## src/hcit_pkg.sv

```systemverilog
package hcit_pkg;

   // Id space: ids run from 1 to ID_LIMIT, 0 marks an empty slot
   localparam int ID_W = 10;
   localparam int ID_COUNT = 1024;
   localparam logic [ID_W-1:0] ID_LIMIT = 10'd1023;

   // Input item layout
   localparam int WORD_W = 32;
   localparam int IN_KEY_FIELDS = 6;

   // Parameter defaults
   localparam int SLOT_COUNT_DEF = 1024;
   localparam int KEY_WORDS_DEF = 6;

   // Hash constants
   localparam logic [63:0] HASH_SEED = 64'h9e3779b97f4a7c15;
   localparam logic [63:0] MIX_MUL1 = 64'hbf58476d1ce4e5b9;
   localparam logic [63:0] MIX_MUL2 = 64'h94d049bb133111eb;
   localparam int MIX_SHIFT1 = 30;
   localparam int MIX_SHIFT2 = 27;
   localparam int MIX_SHIFT3 = 31;

   // Load limit: (count + 1) * LOAD_DEN >= slots * LOAD_NUM
   localparam int LOAD_NUM = 7;
   localparam int LOAD_DEN = 10;

   // Command codes
   localparam logic CMD_INTERN = 1'b0;
   localparam logic CMD_ROLLBACK = 1'b1;

   // Result status codes
   typedef enum logic [2:0] {
      STS_FOUND    = 3'd0,
      STS_INSERTED = 3'd1,
      STS_LIMIT    = 3'd2,
      STS_FULL     = 3'd3,
      STS_REFUSED  = 3'd4,
      STS_ROLLBACK = 3'd5
   } status_type;

endpackage

```

## src/hcit_hash.sv

```systemverilog
module hcit_hash
   import hcit_pkg::*;
   #(
   parameter int KEY_WORDS = KEY_WORDS_DEF,
   parameter int SLOT_BITS = 10,
   localparam int WW = (KEY_WORDS > 1) ? $clog2(KEY_WORDS) : 1
   )
   (
   input  logic                 clock,
   input  logic                 reset,
   input  logic                 start,
   input  logic [WORD_W-1:0]    word,
   output logic [WW-1:0]        word_idx,
   output logic                 done,
   output logic [SLOT_BITS-1:0] home
   );

   typedef enum logic [2:0] {
      HS_IDLE,
      HS_XOR,
      HS_M0,
      HS_M1,
      HS_M2,
      HS_X27,
      HS_X31
   } hstate_type;

   hstate_type  state_ff, state_in;
   logic [63:0] h_ff, h_in;
   logic [63:0] v_ff, v_in;
   logic [63:0] acc_ff, acc_in;
   logic [WW-1:0] widx_ff, widx_in;
   logic        second_ff, second_in;
   logic        done_ff, done_in;

   logic [63:0] mul_const;
   logic [31:0] op_a;
   logic [31:0] op_b;
   logic [63:0] prod;
   logic [63:0] xin;

   // One 32x32 multiplier, three partial products per 64-bit multiply (low half kept)
   always_comb begin
      mul_const = second_ff ? MIX_MUL2 : MIX_MUL1;
      op_a = (state_ff == HS_M2) ? v_ff[63:32] : v_ff[31:0];
      op_b = (state_ff == HS_M1) ? mul_const[63:32] : mul_const[31:0];
      prod = {32'b0, op_a} * {32'b0, op_b};
      xin = h_ff ^ {32'b0, word};
   end

   // Round sequencer
   always_comb begin
      state_in = state_ff;
      h_in = h_ff;
      v_in = v_ff;
      acc_in = acc_ff;
      widx_in = widx_ff;
      second_in = second_ff;
      done_in = 1'b0;
      unique case (state_ff)
         HS_IDLE: begin
            if (start) begin
               h_in = HASH_SEED;
               widx_in = '0;
               state_in = HS_XOR;
            end
         end
         HS_XOR: begin
            v_in = xin ^ (xin >> MIX_SHIFT1);
            second_in = 1'b0;
            state_in = HS_M0;
         end
         HS_M0: begin
            acc_in = prod;
            state_in = HS_M1;
         end
         HS_M1: begin
            acc_in = acc_ff + {prod[31:0], 32'b0};
            state_in = HS_M2;
         end
         HS_M2: begin
            acc_in = acc_ff + {prod[31:0], 32'b0};
            state_in = second_ff ? HS_X31 : HS_X27;
         end
         HS_X27: begin
            v_in = acc_ff ^ (acc_ff >> MIX_SHIFT2);
            second_in = 1'b1;
            state_in = HS_M0;
         end
         HS_X31: begin
            h_in = acc_ff ^ (acc_ff >> MIX_SHIFT3);
            if (widx_ff == WW'(KEY_WORDS - 1)) begin
               done_in = 1'b1;
               state_in = HS_IDLE;
            end else begin
               widx_in = widx_ff + 1'b1;
               state_in = HS_XOR;
            end
         end
         default: state_in = HS_IDLE;
      endcase
   end

   always_ff @(posedge clock) begin
      if (reset) begin
         state_ff <= HS_IDLE;
         done_ff <= 1'b0;
      end else begin
         state_ff <= state_in;
         done_ff <= done_in;
      end
      h_ff <= h_in;
      v_ff <= v_in;
      acc_ff <= acc_in;
      widx_ff <= widx_in;
      second_ff <= second_in;
   end

   assign word_idx = widx_ff;
   assign done = done_ff;
   assign home = h_ff[SLOT_BITS-1:0];

endmodule

```

## config.mk

```make
export PLATFORM = sky130hd
export DESIGN_NAME = hcit_hash
export DESIGN_NICKNAME = d
export VERILOG_FILES = /design/src/hcit_pkg.sv /design/src/hcit_hash.sv
export SDC_FILE = /design/constraint.sdc
export NUM_CORES = 2
export LEC_CHECK = 0
export BUFFER_PORTS_ARGS = -buffer_cell sky130_fd_sc_hd__buf_4
export CORE_ASPECT_RATIO = 0.7
export CORE_MARGIN = 3
export CORE_UTILIZATION = 60
export DETAILED_ROUTE_END_ITERATION = 12
export GPL_ROUTABILITY_DRIVEN = 0
export PLACE_DENSITY = 0.76
export SLEW_MARGIN = 20
export SYNTH_ARGS = -nofsm -noshare
export SYNTH_HDL_FRONTEND = slang
export SYNTH_SLANG_ARGS = --single-unit
```

## constraint.sdc

```tcl
create_clock -name clock -period 15.7 [get_ports clock]
set_clock_uncertainty 0.05 [all_clocks]
set_input_delay 1.57 -clock clock [delete_from_list [all_inputs] [get_ports clock]]
set_output_delay 1.57 -clock clock [all_outputs]
set_load 0.02 [all_outputs]
```

==> impl_metrics.toml <==
[place]
place_inst = 4830
port_buffers = 48
post-place-ws_ns = 4.74
hpwl_um = 105000

[timing]
drv_slew = 0
setup_viol = 0
tightest_slew_ns = 1.06
slew_headroom_pct = 28.9
final-hold-violation-count = 0
fin_tns_setup_ns = 0
rsz0062_at_grt = "false"
period_share_pct = 72.2
fmax_mhz = 88.2
setup_ws_ns = 4.36
finalCriticalPeriod_ns = 11.34

[final_layout]
areaGrowthSynthToFinish_pct = 5.05
regArea_um2 = 5970
n_antenna_cell = 0
fin_nets = 5208
multi_input_area_um2 = 30300
layout-drive-gt1-share_pct = 5.55
n_fill_cell = 5198
final_cell_count_no_fill = 4862

[worst_setup_path]
reg2reg_to = "acc_ff[62]"
cp.required_ns = 15.86
crit_top_cell = "fa_1"
crit_type = "flip-flop to flip-flop"
rr_worst_depth = 32
cp-start-kind = "flip-flop"
cp_data_arrival_time_ns = 11.50
path_delay_family = "adder cells"
critPathSlowestCell = "dfxtp_1"
ff2ff_setup_slack_ns = 4.36
critPathMaxFanout = 33
rr_startpoint = "state_ff[1]"
crit_buf_inv = 6
cp_slowest_stage_delay_ns = 0.60
cp-end-kind = "flip-flop"

[drt]
first_pass_iters = 6
wirelength_met1_um = 49100
post_drt_via_cell_ratio = 6.05
drc = 0
drt_iter0_markers = 4002
vias = 29415
maxUsedRoutingLayer = "met5"
routedWlPerCell_um = 25.5
wl_met2_um = 48600
finalWirelength_um = 124000
ant_nets = 0
wl_met3_um = 21700

[global_route]
grt_pass1_wl_um = 188000
track_usage_pct = 36.4
grt-ovfl-total = 0
grt_max_degree = 67
antenna_found_initial = 4
first_global_vias = 29860

[die]
die_h_um = 223
die_area_um2 = 70300
coreArea_um2 = 65600
start_util_pct = 61.4
rows = 78
die_w_um = 316
ios = 49

[clock_tree]
htreeDepth = 4
numCtsBuffers = 25
cts_buffer_depth = 3
cts_setup_buffers = 0
cts_hold_buf = 0
cts_sinks = 200
cts_tree = "built"
path_clk_slew_ns = 0.07
cts_resized = 0
clk_latency_ns = 0.51
cts-root-buf = "clkbuf_16"

[logic_synthesis]
synth-edff-count = 196
syn-num-nets = 5235
syn_area_per_cell_um2 = 10.1
synthCells = 4004
async_flop_share_pct = 0
synth_area_um2 = 40300
synth_warnings = 0
ys_types = 77
synth_seq_cells = 200
synth_ff_type = "edfxtp_1"
ys_seq_area_share_pct = 14.8

[worst_hold_path]
min_path_cells = 2
hold_path_class = "flip-flop to flip-flop"
worstHoldEndpoint = "v_ff[46]"
min_from = "h_ff[46]"

[run_status]
outcome = "finished, final reports clean"

[job]
drv_cap = 0
[flip-flops by register name, summed over array words and instances, names as in the netlist]
name and cells:
v_ff 64, acc_ff 64, second_ff 1, word_idx 3, state_ff 3, h_ff 64, done 1
[cells in the final DEF, fill, tap and decap left out, drive strengths merged, types with 14 or more instances in the layout]
| master | Yosys | routed |
|---|---|---|
| o21bai | 25 | 25 |
| and2 | 85 | 85 |
| o21ai | 105 | 105 |
| xor2 | 38 | 38 |
| a21o | 42 | 42 |
| nor3 | 14 | 14 |
| nand4 | 39 | 39 |
| inv | 905 | 906 |
| clkbuf | 123 | 25 |
| mux2i | 25 | 25 |
| or2 | 43 | 43 |
| fa | 823 | 823 |
| edfxtp | 196 | 196 |
| nand2b | 59 | 59 |
| xnor2 | 194 | 194 |
| buf | 27 | 96 |
| ha | 373 | 373 |
| nor2b | 66 | 66 |
| nor2 | 271 | 271 |
| nand2 | 284 | 284 |
| a31oi | 14 | 14 |
| a21oi | 116 | 116 |
[worst max-delay path by stage]
stage                     start          to  slack [ns]  cells after the start
global route        state_ff[1]  acc_ff[62]        3.93                     37
finish              state_ff[1]  acc_ff[62]        4.36                     32
CTS                 state_ff[1]  acc_ff[62]        4.67                     32
detailed placement  state_ff[1]  acc_ff[62]        4.74                     32
global placement    state_ff[1]  acc_ff[63]        5.07                     34
floorplan           state_ff[0]  acc_ff[63]        6.05                     35
[cell usage after synthesis (6+ instances only)]
library cell	count	share of area, %
o21bai_1	25	0.47
or3_1	6	0.093
a21o_1	41	0.76
nand3_1	11	0.14
nor3_1	14	0.17
a21oi_1	112	1.4
ha_1	373	12
or2_2	43	0.67
nand4_1	39	0.61
edfxtp_1	196	15
fa_1	823	41
buf_2	8	0.099
inv_1	903	8.4
nor2_1	271	2.5
nand2b_1	59	0.92
a31oi_1	13	0.20
and3_1	9	0.14
mux2i_1	25	0.62
clkbuf_1	123	1.1
nor2b_1	66	1.0
xor2_1	38	0.83
and2_1	85	1.3
o21a_1	9	0.17
o21ai_0	98	1.2
xnor2_1	194	4.2
mux2_2	11	0.31
nand2_1	284	2.6
buf_1	9	0.084
o21ai_1	6	0.075
buf_4	10	0.19
[routing by layer]
layer  vias up  track usage (%)
met5         -                0
met4         8             10.1
met3       309             16.3
met2      2314             47.9
met1     14561             54.1
li1      12223                -
[worst register-to-register path, delay by kind of cell, from the launching register on]
kind | cells | cell delay, ns
compound gates | 5 | 1.34
buf+inv | 6 | 1.49
mux | 1 | 0.11
xor+xnor | 2 | 0.40
simple gates | 7 | 1.89
flops | 1 | 0.60
fa+ha+maj | 11 | 5.17
[logic make-up (layout without fill, tap and decap cells)]
kind of cell | after synthesis | after routing | synth area share (%)
and+or+nand+nor | 904 | 904 | 10.6
muxes | 36 | 36 | 0.929
AOI/OAI and AO/OA | 376 | 376 | 6.05
buffers and inverters | 1059 | 1037 | 9.99
xor gates and xnor gates | 233 | 233 | 5.10
DFF | 200 | 200 | 14.8
adders and majority gates | 1196 | 1196 | 52.5
[per-stage QoR]
stage               utilization [%]  hold slack [ns]  instance area [um2]
finish                         64.5            0.511                42300
global route                   64.5            0.540                42300
CTS                            64.5            0.512                42300
detailed placement             63.4            0.505                41500
global placement               63.4            0.505                41500
floorplan                         -            0.486                40300
[layout make-up]
cell class              count  share of cell area [%]
flip-flops and latches    200                    14.1
clock inverters             7                   0.322
inverters                 909                    8.06
multi-input cells        2745                    71.7
clock buffers              25                    1.48
repair buffers             96                    1.70
well taps                 880                    2.60
Power is not shown: default switching activity piles up to over one toggle a cycle in this logic, so the estimate is an artifact.
